`config.mk`:
```
export PLATFORM = sky130hd
export DESIGN_NAME = kwm_scan
export DESIGN_NICKNAME = d
export VERILOG_FILES = /design/src/rtl/kwm_pkg.sv /design/src/rtl/kwm_scan.sv
export VERILOG_INCLUDE_DIRS = /design/src /design/src/rtl
export SDC_FILE = /design/constraint.sdc
export NUM_CORES = 1
export LEC_CHECK = 0
export BUFFER_PORTS_ARGS = -buffer_cell sky130_fd_sc_hd__buf_2
export CORE_MARGIN = 2
export CORE_UTILIZATION = 30
export CTS_CLUSTER_SIZE = 14
export DETAILED_ROUTE_END_ITERATION = 7
export GPL_ROUTABILITY_DRIVEN = 0
export RECOVER_POWER = 100
export SYNTH_ARGS = -nofsm -noshare
export SYNTH_HDL_FRONTEND = slang
export SYNTH_SLANG_ARGS = --single-unit
```
`constraint.sdc`:
```
create_clock -name clk -period 8.6 [get_ports clk]
set_input_delay 1.72 -clock clk [delete_from_list [all_inputs] [get_ports clk]]
set_output_delay 1.72 -clock clk [all_outputs]
set_load 0.02 [all_outputs]
```
`src/rtl/k_way_sorted_list_merge_top_assert.svh`:
```
// Assertion macros shared by the merge block modules.
`ifndef K_WAY_SORTED_LIST_MERGE_TOP_ASSERT_SVH
`define K_WAY_SORTED_LIST_MERGE_TOP_ASSERT_SVH

// Check a property on every clock edge outside reset.
`define KWM_ASSERT(lbl, prop, msg) \
    lbl: assert property (@(posedge clk) disable iff (!rst_n) (prop)) else $error(msg);

// Check a property on every clock edge, reset included.
`define KWM_ASSERT_ALWAYS(lbl, prop, msg) \
    lbl: assert property (@(posedge clk) (prop)) else $error(msg);

`endif

```
`src/rtl/kwm_pkg.sv`:
```
// Shared constants, codes and types of the k-way merge block.
package kwm_pkg;

    localparam int LISTS     = 8;
    localparam int DEPTH     = 256;
    localparam int LIST_W    = $clog2(LISTS);
    localparam int POS_W     = $clog2(DEPTH);
    localparam int CNT_W     = $clog2(DEPTH + 1);
    localparam int ADDR_W    = LIST_W + POS_W;
    localparam int MEM_WORDS = 1 << ADDR_W;

    localparam int OP_W     = 2;
    localparam int ID_W     = 3;
    localparam int VAL_W    = 32;
    localparam int ST_W     = 3;
    localparam int SPOS_W   = 8;
    localparam int IN_TD_W  = 40;
    localparam int OUT_TD_W = 48;

    typedef enum logic [OP_W-1:0] {
        OP_CLEAR  = 2'd0,
        OP_APPEND = 2'd1,
        OP_POP    = 2'd2,
        OP_NONE   = 2'd3
    } op_t;

    typedef enum logic [ST_W-1:0] {
        ST_POPPED    = 3'd0,
        ST_APPENDED  = 3'd1,
        ST_CLEARED   = 3'd2,
        ST_EXHAUSTED = 3'd3,
        ST_FULL      = 3'd4
    } status_t;

    // One head read in flight: lines up with the registered memory data.
    typedef struct packed {
        logic              valid;
        logic              live;
        logic [LIST_W-1:0] list;
    } head_t;

    // Running minimum of the scan.
    typedef struct packed {
        logic              found;
        logic [LIST_W-1:0] list;
        logic [VAL_W-1:0]  value;
    } best_t;

endpackage

```
`src/rtl/kwm_scan.sv`:
```
// Min-select over list heads, one head per cycle, ties kept by the lower list.
`include "k_way_sorted_list_merge_top_assert.svh"

module kwm_scan (
    input  logic                     clk,
    input  logic                     rst_n,
    input  logic                     start,
    input  kwm_pkg::head_t           head,
    input  logic [kwm_pkg::VAL_W-1:0] rd_data,
    output kwm_pkg::best_t           best
);
    import kwm_pkg::*;

    logic              found_reg;
    logic [LIST_W-1:0] list_reg;
    logic [VAL_W-1:0]  value_reg;
    logic              take;

    // Strict less-than keeps the earlier (lower) list on a tie.
    always_comb
    begin
        take = head.valid && head.live &&
               (!found_reg || ($signed(rd_data) < $signed(value_reg)));
    end

    always_ff @(posedge clk or negedge rst_n)
    begin
        if (!rst_n)
        begin
            found_reg <= 1'b0;
        end
        else if (start)
        begin
            found_reg <= 1'b0;
        end
        else if (take)
        begin
            found_reg <= 1'b1;
        end
    end

    always_ff @(posedge clk)
    begin
        if (take && !start)
        begin
            list_reg  <= head.list;
            value_reg <= rd_data;
        end
    end

    assign best = '{found: found_reg, list: list_reg, value: value_reg};

    `KWM_ASSERT(a_start_clears, start |=> !found_reg, "scan start did not clear best")
    `KWM_ASSERT(a_found_drop, $fell(found_reg) |-> $past(start), "best lost without start")
    `KWM_ASSERT(a_take_live, (take && !start) |=> found_reg, "accepted head not recorded")

endmodule

```
# After elaboration in Yosys (flattened, before gate mapping)
# Index checks and enable logic that the tools add are counted.
# word_totals
reg_bits	36
in_bits	40
output_inout_bits	36
wordCells	13
# op_classes
order_cmp	1
n_mux	2
reduce_logical	7
# op_table
op	count
32-bit less-than comparator	1
1-bit logical AND	3
1-bit zero test	2
1-bit 2-to-1 mux	2
2-bit nonzero test	1
1-bit logical OR	1

# Longest topological paths before layout
# Gate-level depths: netlist of the first run.
# logic_depth
word_depth	5
depth_mapped	8
ltp_nobuf	8

# Least setup slack after synthesis of the first run
# Ideal clock, no wire load.
# synth_path
kind	in2reg
from	input port rd_data[30] (netlist bit)
to	register list_reg[0], enable pin
setup_ns	0.421
arrival_time_ns	4.511
required_time_ns	8.179
setup_slack_ns	3.668
stages	7
n_path_buf	0
cell_sequence	ha_1 -> a21oi_1 -> nand2_1 -> a221o_1 -> a211o_1 -> a311o_1 -> nor3_2
# synth_between
elab_chain_len	4
# synth_rtl
item	line_no	rtl
from (decl)	kwm_scan.sv:9	input logic [kwm_pkg::VAL_W-1:0] rd_data,
32-bit less-than comparator	kwm_scan.sv:23	(!found_reg || ($signed(rd_data) < $signed(value_reg)));
1-bit logical OR	kwm_scan.sv:23	
1-bit logical AND	kwm_scan.sv:22	take = head.valid && head.live &&
1-bit logical AND	kwm_scan.sv:44	if (take && !start)
to (signal assigned)	kwm_scan.sv:46	list_reg <= head.list;
to (decl)	kwm_scan.sv:15	logic [LIST_W-1:0] list_reg;
# Every way passes these cells.
# A chain may end at the register's enable or synchronous reset.

# Worst setup path in the final report of the first run
# layout_path
from	input port rd_data[23] (netlist bit)
to	register value_reg[22], enable pin
# layout_between
elab_chain_len	4
# layout_rtl
item	line_no	rtl
32-bit less-than comparator	kwm_scan.sv:23	
1-bit logical OR	kwm_scan.sv:23	
1-bit logical AND	kwm_scan.sv:22	
1-bit logical AND	kwm_scan.sv:44	
to (signal assigned)	kwm_scan.sv:47	value_reg <= rd_data;
to (decl)	kwm_scan.sv:16	logic [VAL_W-1:0] value_reg;
# Every way passes these cells.

==> results of run 1 <==
[power groups by stage]
stage                     Sequential, mW  Combinational [mW]  Clock [mW]
after global placement             0.205              0.0485           0
after CTS                          0.202              0.0496       0.128
after floorplan                    0.211              0.0212           0
final                              0.202              0.0450       0.121
after global routing               0.203              0.0524       0.134
after detailed placement           0.205              0.0495           0
[how the worst min path moves through the flow]
stage                     startpoint        end  slack (ns)
after floorplan            found_reg  found_reg        0.52
after global placement     found_reg  found_reg        0.58
after detailed placement   found_reg  found_reg        0.57
after CTS                  found_reg  found_reg        0.59
after global routing       found_reg  found_reg        0.64
final                      found_reg  found_reg        0.60
[critical path, cell delays in order]
cell      delay, ns
buf_2          0.11
ha_1           0.32
a21oi_1        0.15
o21ai_0        0.11
a221o_1        0.33
a211o_1        0.25
a311o_1        0.36
nor3_1         0.95
clkbuf_1       1.18
[metrics by stage]
| stage | utilization [%] | setup slack [ns] | total power, mW |
|---|---|---|---|
| 6_report | 39.2 | 3.00 | 0.367 |
| 3_3_place_gp | 39.3 | 4.04 | 0.254 |
| 3_5_place_dp | 39.3 | 4.01 | 0.255 |
| 2_1_floorplan | - | 3.67 | 0.233 |
| 4_1_cts | 40.8 | 4.31 | 0.379 |
| 5_1_grt | 39.2 | 2.62 | 0.389 |
[metal layers]
| layer | global-route usage (%) | vias to the layer above | routed length [µm] |
|---|---|---|---|
| li1 | - | 720 | - |
| met1 | 15.2 | 618 | 1780 |
| met2 | 19.4 | 42 | 1910 |
| met3 | 3.46 | 4 | 247 |
| met4 | 3.08 | 0 | 27 |
| met5 | 0 | - | 0 |
[cell families after synthesis]
logic type	synth area share, %
flops	56.8
buf+inv	6.74
fa+ha+maj	20.5
compound gates	9.18
simple gates	6.80
[layout make-up]
class	count	area [µm²]
clock buffer	8	90.1
fill	670	3660
inverter	32	120
multi-input combinational	85	686
sequential	36	1080
tap	75	93.8
timing repair buffer	76	299
[placed cells by master (no fill, tap or decap)]
| cell | Yosys | layout |
|---|---|---|
| a2111oi_0 | 2 | 2 |
| a211o_1 | 1 | 1 |
| a21o_1 | 2 | 2 |
| a21oi_1 | 15 | 15 |
| a221o_1 | 1 | 1 |
| a311o_1 | 1 | 1 |
| buf_2 | 0 | 11 |
| clkbuf_1 | 0 | 67 |
| clkbuf_8 | 0 | 6 |
| dfrtp_1 | 1 | 1 |
| edfxtp_1 | 35 | 35 |
| ha_1 | 31 | 31 |
| inv_1 | 32 | 32 |
| nand2_1 | 8 | 8 |
| nand2b_1 | 1 | 1 |
| nand3_1 | 3 | 3 |
| nand4_1 | 6 | 6 |
| nor2_1 | 3 | 3 |
| nor3_1 | 1 | 2 |
| nor3b_1 | 1 | 1 |
| nor4_1 | 1 | 1 |
| o211ai_1 | 1 | 1 |
| o21ai_0 | 6 | 6 |
==> metrics.json, run 1 <==
{
  "outcome": {
    "outcome": "finished, violations left",
    "failed_checks": "capacitance limit, slew limit"
  },
  "synthesis": {
    "synth_cell_type_count": 22,
    "synth.top_cell.area_share_pct": 55.5,
    "synthTopCellsByArea": "edfxtp_1 (55%), ha_1 (20%), inv_1 (6.3%), a21oi_1 (4.0%), nand4_1 (2.0%)",
    "postSynth.asyncResetShare_pct": 2.78,
    "ys_seq_area_share_pct": 56.8,
    "synthFlopType": "edfxtp_1",
    "synthTopCellsByCount": "edfxtp_1 (35), inv_1 (32), ha_1 (31)",
    "synth-edff-count": 35,
    "synth_area_per_cell_um2": 12.3,
    "yosys_register_bits": 36,
    "syn-instance-count": 154,
    "syn_nets": 225,
    "synthesis.yosys.warnings": 0,
    "post-synth-top-count-cell": "edfxtp_1",
    "synthDominantAreaCellType": "edfxtp_1",
    "synth_area_mm2": 0.00189
  },
  "power": {
    "comb_power_share_pct": 12.3,
    "internal_power_uw": 282,
    "clkPwrFrac_pct": 32.8,
    "vdd.ir_drop.worst_uv": 53.4,
    "static-leakage-power_nw": 0.998,
    "p_seq_share_pct": 55.0,
    "power_switching_share_pct": 23.4,
    "p_sw_uw": 85.9,
    "power.density_mw_per_mm2": 155
  },
  "cts": {
    "cts_inserted_buffers": 5,
    "clock_insertion_delay_worst_skew_ns": 0.28,
    "postCtsResizedCells": 0,
    "clock_sink_count": 36,
    "cts-htree-levels": 2,
    "ctsHoldBuffers": 0,
    "post_cts.repair.setup_buffers": 0,
    "max-clock-path-buffers": 2,
    "tritoncts": "built",
    "library_cell_used_as_clock_root_buffer": "clkbuf_8",
    "cts.clk_slew.worst_paths_ns": 0.07
  },
  "hold_path": {
    "worst_hold_path_type": "reg -> reg",
    "min_path_cells": 2
  },
  "critical_path": {
    "timing_worst_setup_path_type": "in -> reg",
    "crit_path_max_fanout": 26,
    "critical_path.reg2reg.endpoint": "value_reg[22]",
    "cp-start-kind": "input port",
    "worst_ep_arrival_time_ns": 5.48,
    "regToRegStartpoint": "value_reg[23]",
    "crit_path_end_kind": "flip-flop",
    "startpoint_of_the_most_critical_setup_path": "rd_data[23]",
    "crit_path_end": "value_reg[22]",
    "ff2ff_setup_slack_ns": 4.15,
    "required_time_reported_for_the_critical_path_endpoint_ns": 8.48,
    "reg2regPathDepth": 9
  },
  "floorplan": {
    "die_ht_um": 83.5,
    "top_level_i_o_count": 76,
    "floorplan.core_area_mm2": 0.00603,
    "standard_cell_row_count": 28,
    "floorplan.initialDensity_pct": 31.4,
    "floorplan.die_area_mm2": 0.00697,
    "die_width_um": 83.5
  },
  "drt": {
    "drt_wl_total_um": 3960,
    "route.vias.total": 1384,
    "detail_route.first_pass.iterations": 5,
    "drc": 0,
    "route.detailed.vias_per_inst": 4.44,
    "wl_per_cell_um": 12.7,
    "drt_iter0_drc": 39,
    "final_antenna_net_count": 0
  },
  "place": {
    "number_of_input_and_output_port_buffers_inserted": 75,
    "cell_area_reported_after_detailed_placement_mm2": 0.00237,
    "placed_cells_incl_taps": 304,
    "post-dp-hpwl_um": 3230
  },
  "global_route": {
    "grt_pass1_vias": 1380,
    "global_route_wire_length_before_repair_um": 6510,
    "overflow": 0,
    "global_route.usage.total_pct": 11.8,
    "grt_max_degree": 27,
    "grt_antenna_before_repair": 0
  },
  "timing": {
    "setup_viol": 0,
    "slew_headroom_pct": -1.35,
    "timing.fmax_mhz": 179,
    "rsz_0062_raised_after_global_routing": "false",
    "final.setup_skew_ns": 0.00553,
    "setup-tns-final_ns": 0,
    "min_period_over_period_pct": 65.1,
    "tightest_slew_ns": 1.52,
    "hold_violations": 0,
    "worst_hold_slack_ns": 0.596,
    "final_period_minus_worst_setup_slack_ns": 5.60,
    "max_slew_violation_count": 27
  },
  "finish": {
    "stdcell_count": 312,
    "antenna_cells_inserted": 0,
    "synthToLayoutAreaGrowth_pct": 24.8,
    "largest_reg_flops": 32,
    "drive_gt1_share_pct": 7.17,
    "postLayoutCellArea_mm2": 0.00236,
    "nNetsFinal": 307
  },
  "flow_run": {
    "cap_violations": 1
  }
}
(Power assumes the default switching activity.)
==> run 2: changes to the inputs <==
clock period = 5.85 ns   (was 8.6 ns; I/O delays follow)
==> run 2 against run 1 <==
The flow now finishes without violations. First-iteration DRC count fell by 31%. Clock power rose by 79%. Utilization rose by 0.48 points. Setup slack got worse by 1.5 ns. Final area rose by 1.2%. Sequential share of layout area fell by 0.55 points. Clock-buffer cell count fell by 3. Critical endpoint is now value_reg[30]. Register-to-register slack got worse by 2.1 ns. Non-clock buffer count did not move. Worst hold slack improved by 0.011 ns.
==> metrics.json, run 2 (synthesis gave the netlist of run 1 again) <==
{
  "cts": {
    "max-clock-path-buffers": 2,
    "cts.clk_slew.worst_paths_ns": 0.08,
    "clock_sink_count": 36,
    "clock_insertion_delay_worst_skew_ns": 0.29,
    "library_cell_used_as_clock_root_buffer": "clkbuf_8",
    "ctsHoldBuffers": 0,
    "postCtsResizedCells": 0,
    "cts-htree-levels": 2,
    "cts_inserted_buffers": 5,
    "post_cts.repair.setup_buffers": 0,
    "tritoncts": "built"
  },
  "finish": {
    "postLayoutCellArea_mm2": 0.00239,
    "largest_reg_flops": 32,
    "antenna_cells_inserted": 0,
    "final-seq-area_mm2": 0.00108,
    "layout.filler_cells": 623,
    "multi_input_gate_area_in_the_final_layout_um2": 697,
    "final_common_cell": "clkbuf_1",
    "highest_count_cells_in_the_layout_ignoring_fill_and_taps": "clkbuf_1 (68), edfxtp_1 (35), inv_1 (32)",
    "stdcell_count": 312,
    "nNetsFinal": 307,
    "drive_gt1_share_pct": 7.17,
    "synthToLayoutAreaGrowth_pct": 26.4
  },
  "outcome": {
    "outcome": "completed"
  },
  "drt": {
    "route.detailed.vias_per_inst": 4.42,
    "drt_wl_total_um": 3860,
    "wl_per_cell_um": 12.4,
    "drc": 0,
    "drt_iter0_drc": 27,
    "final_antenna_net_count": 0,
    "detail_route.first_pass.iterations": 4,
    "route.vias.total": 1379
  },
  "critical_path": {
    "cpMaxStageDelayCell": "clkbuf_1",
    "worst_path_largest_cell_delay_ns": 0.79,
    "worst_ep_arrival_time_ns": 4.26,
    "crit_path_max_fanout": 18,
    "cp-start-kind": "input port",
    "crit_path_end_kind": "flip-flop",
    "timing.critical_path.cells": "buf_2 -> ha_1 -> a21oi_1 -> o21ai_0 -> a221o_1 -> a211o_1 -> a311o_1 -> nor3_4 -> clkbuf_1",
    "timing_worst_setup_path_type": "in -> reg",
    "required_time_reported_for_the_critical_path_endpoint_ns": 5.76
  },
  "floorplan": {
    "standard_cell_row_count": 28,
    "floorplan.initialDensity_pct": 31.4,
    "die_ht_um": 83.5,
    "floorplan.die_area_mm2": 0.00697,
    "die_width_um": 83.5,
    "floorplan.core_area_mm2": 0.00603,
    "top_level_i_o_count": 76
  },
  "place": {
    "placed_cells_incl_taps": 304,
    "cell_area_reported_after_detailed_placement_mm2": 0.00237,
    "number_of_input_and_output_port_buffers_inserted": 75,
    "dpl_worst_slack_ns": 1.60,
    "post-dp-hpwl_um": 3170
  },
  "global_route": {
    "global_route.usage.total_pct": 11.3,
    "overflow": 0,
    "grt_pass1_vias": 1351,
    "global_route_wire_length_before_repair_um": 6240,
    "grt_antenna_before_repair": 0,
    "grt_max_degree": 19
  },
  "timing": {
    "final_period_minus_worst_setup_slack_ns": 4.35,
    "min_period_over_period_pct": 74.4,
    "post-route-worst-setup-slack_ns": 1.50,
    "timing.fmax_mhz": 230,
    "rsz_0062_raised_after_global_routing": "false",
    "tightest_slew_ns": 0.969,
    "setup_viol": 0,
    "max_slew_violation_count": 0,
    "setup-tns-final_ns": 0,
    "slew_headroom_pct": 35.4,
    "final.setup_skew_ns": 0.00684,
    "hold_violations": 0
  },
  "power": {
    "power.density_mw_per_mm2": 242,
    "clkPwrFrac_pct": 37.3,
    "static-leakage-power_nw": 0.998,
    "p_seq_share_pct": 51.3,
    "power_switching_share_pct": 23.3,
    "p_sw_uw": 135,
    "comb_power_share_pct": 11.4,
    "internal_power_uw": 443,
    "vdd.ir_drop.worst_uv": 126
  },
  "hold_path": {
    "worst_hold_path_type": "reg -> reg"
  },
  "flow_run": {
    "cap_violations": 0
  }
}
==> run 2: changes by cell type in the layout (fill, tap and decap cells not counted), sizes merged <==
cell,change
buf,-3
bufinv,+1
clkinv,+1
clkinvlp,+1
==> run 2: stage by stage <==
| stage | util (%) | total power, mW | hold WS [ns] |
|---|---|---|---|
| 5_1_grt | 39.7 | 0.610 | 0.635 |
| 3_3_place_gp | 39.3 | 0.373 | 0.579 |
| 3_5_place_dp | 39.3 | 0.374 | 0.577 |
| 2_1_floorplan | - | 0.342 | 0.518 |
| 6_report | 39.7 | 0.578 | 0.607 |
| 4_1_cts | 41.2 | 0.594 | 0.599 |
==> run 2: critical path, delay by kind of cell <==
| kind | cells | cell delay, ns |
|---|---|---|
| and+or+nand+nor | 1 | 0.65 |
| buffers and inverters | 2 | 0.90 |
| adders and majority gates | 1 | 0.30 |
| AOI/OAI and AO/OA | 5 | 1.24 |
==> run 2: layout make-up <==
class                           count  area share, %
Clock buffer                        5           2.88
Clock inverter                      3           1.78
Inverter                           32           5.02
Multi-Input combinational cell     85           29.1
Sequential cell                    36           45.0
Tap cell                           75           3.92
Timing Repair Buffer               76           12.3
==> run 2: path summary, 6_finish.rpt <==
check,slack [ns],startpoint,endpoint,cells after the start
min in group asynchronous,0.65,rst_n,found_reg,1
setup / recovery,1.50,rd_data[21],value_reg[30],9
max in group asynchronous,5.09,rst_n,found_reg,1
setup reg to reg,2.08,value_reg[31],value_reg[30],9
hold / removal,0.61,found_reg,found_reg,2
hold reg to reg,0.61,found_reg,found_reg,2
==> run 2: power by group through the flow <==
stage / clock (mW) / sequential [mW] / combinational [mW]
floorplan: 0 / 0.311 / 0.0312
global placement: 0 / 0.302 / 0.0713
detailed placement: 0 / 0.302 / 0.0723
CTS: 0.225 / 0.296 / 0.0726
global route: 0.236 / 0.298 / 0.0767
finish: 0.216 / 0.297 / 0.0658
==> run 2: per-layer routing <==
metal  track usage (%)  share of wire (%)  wire (µm)
met2              18.8                 47       1830
met3              3.36                5.8        224
met5                 0                  0          0
met4              3.08               0.67         26
met1              14.5                 46       1780
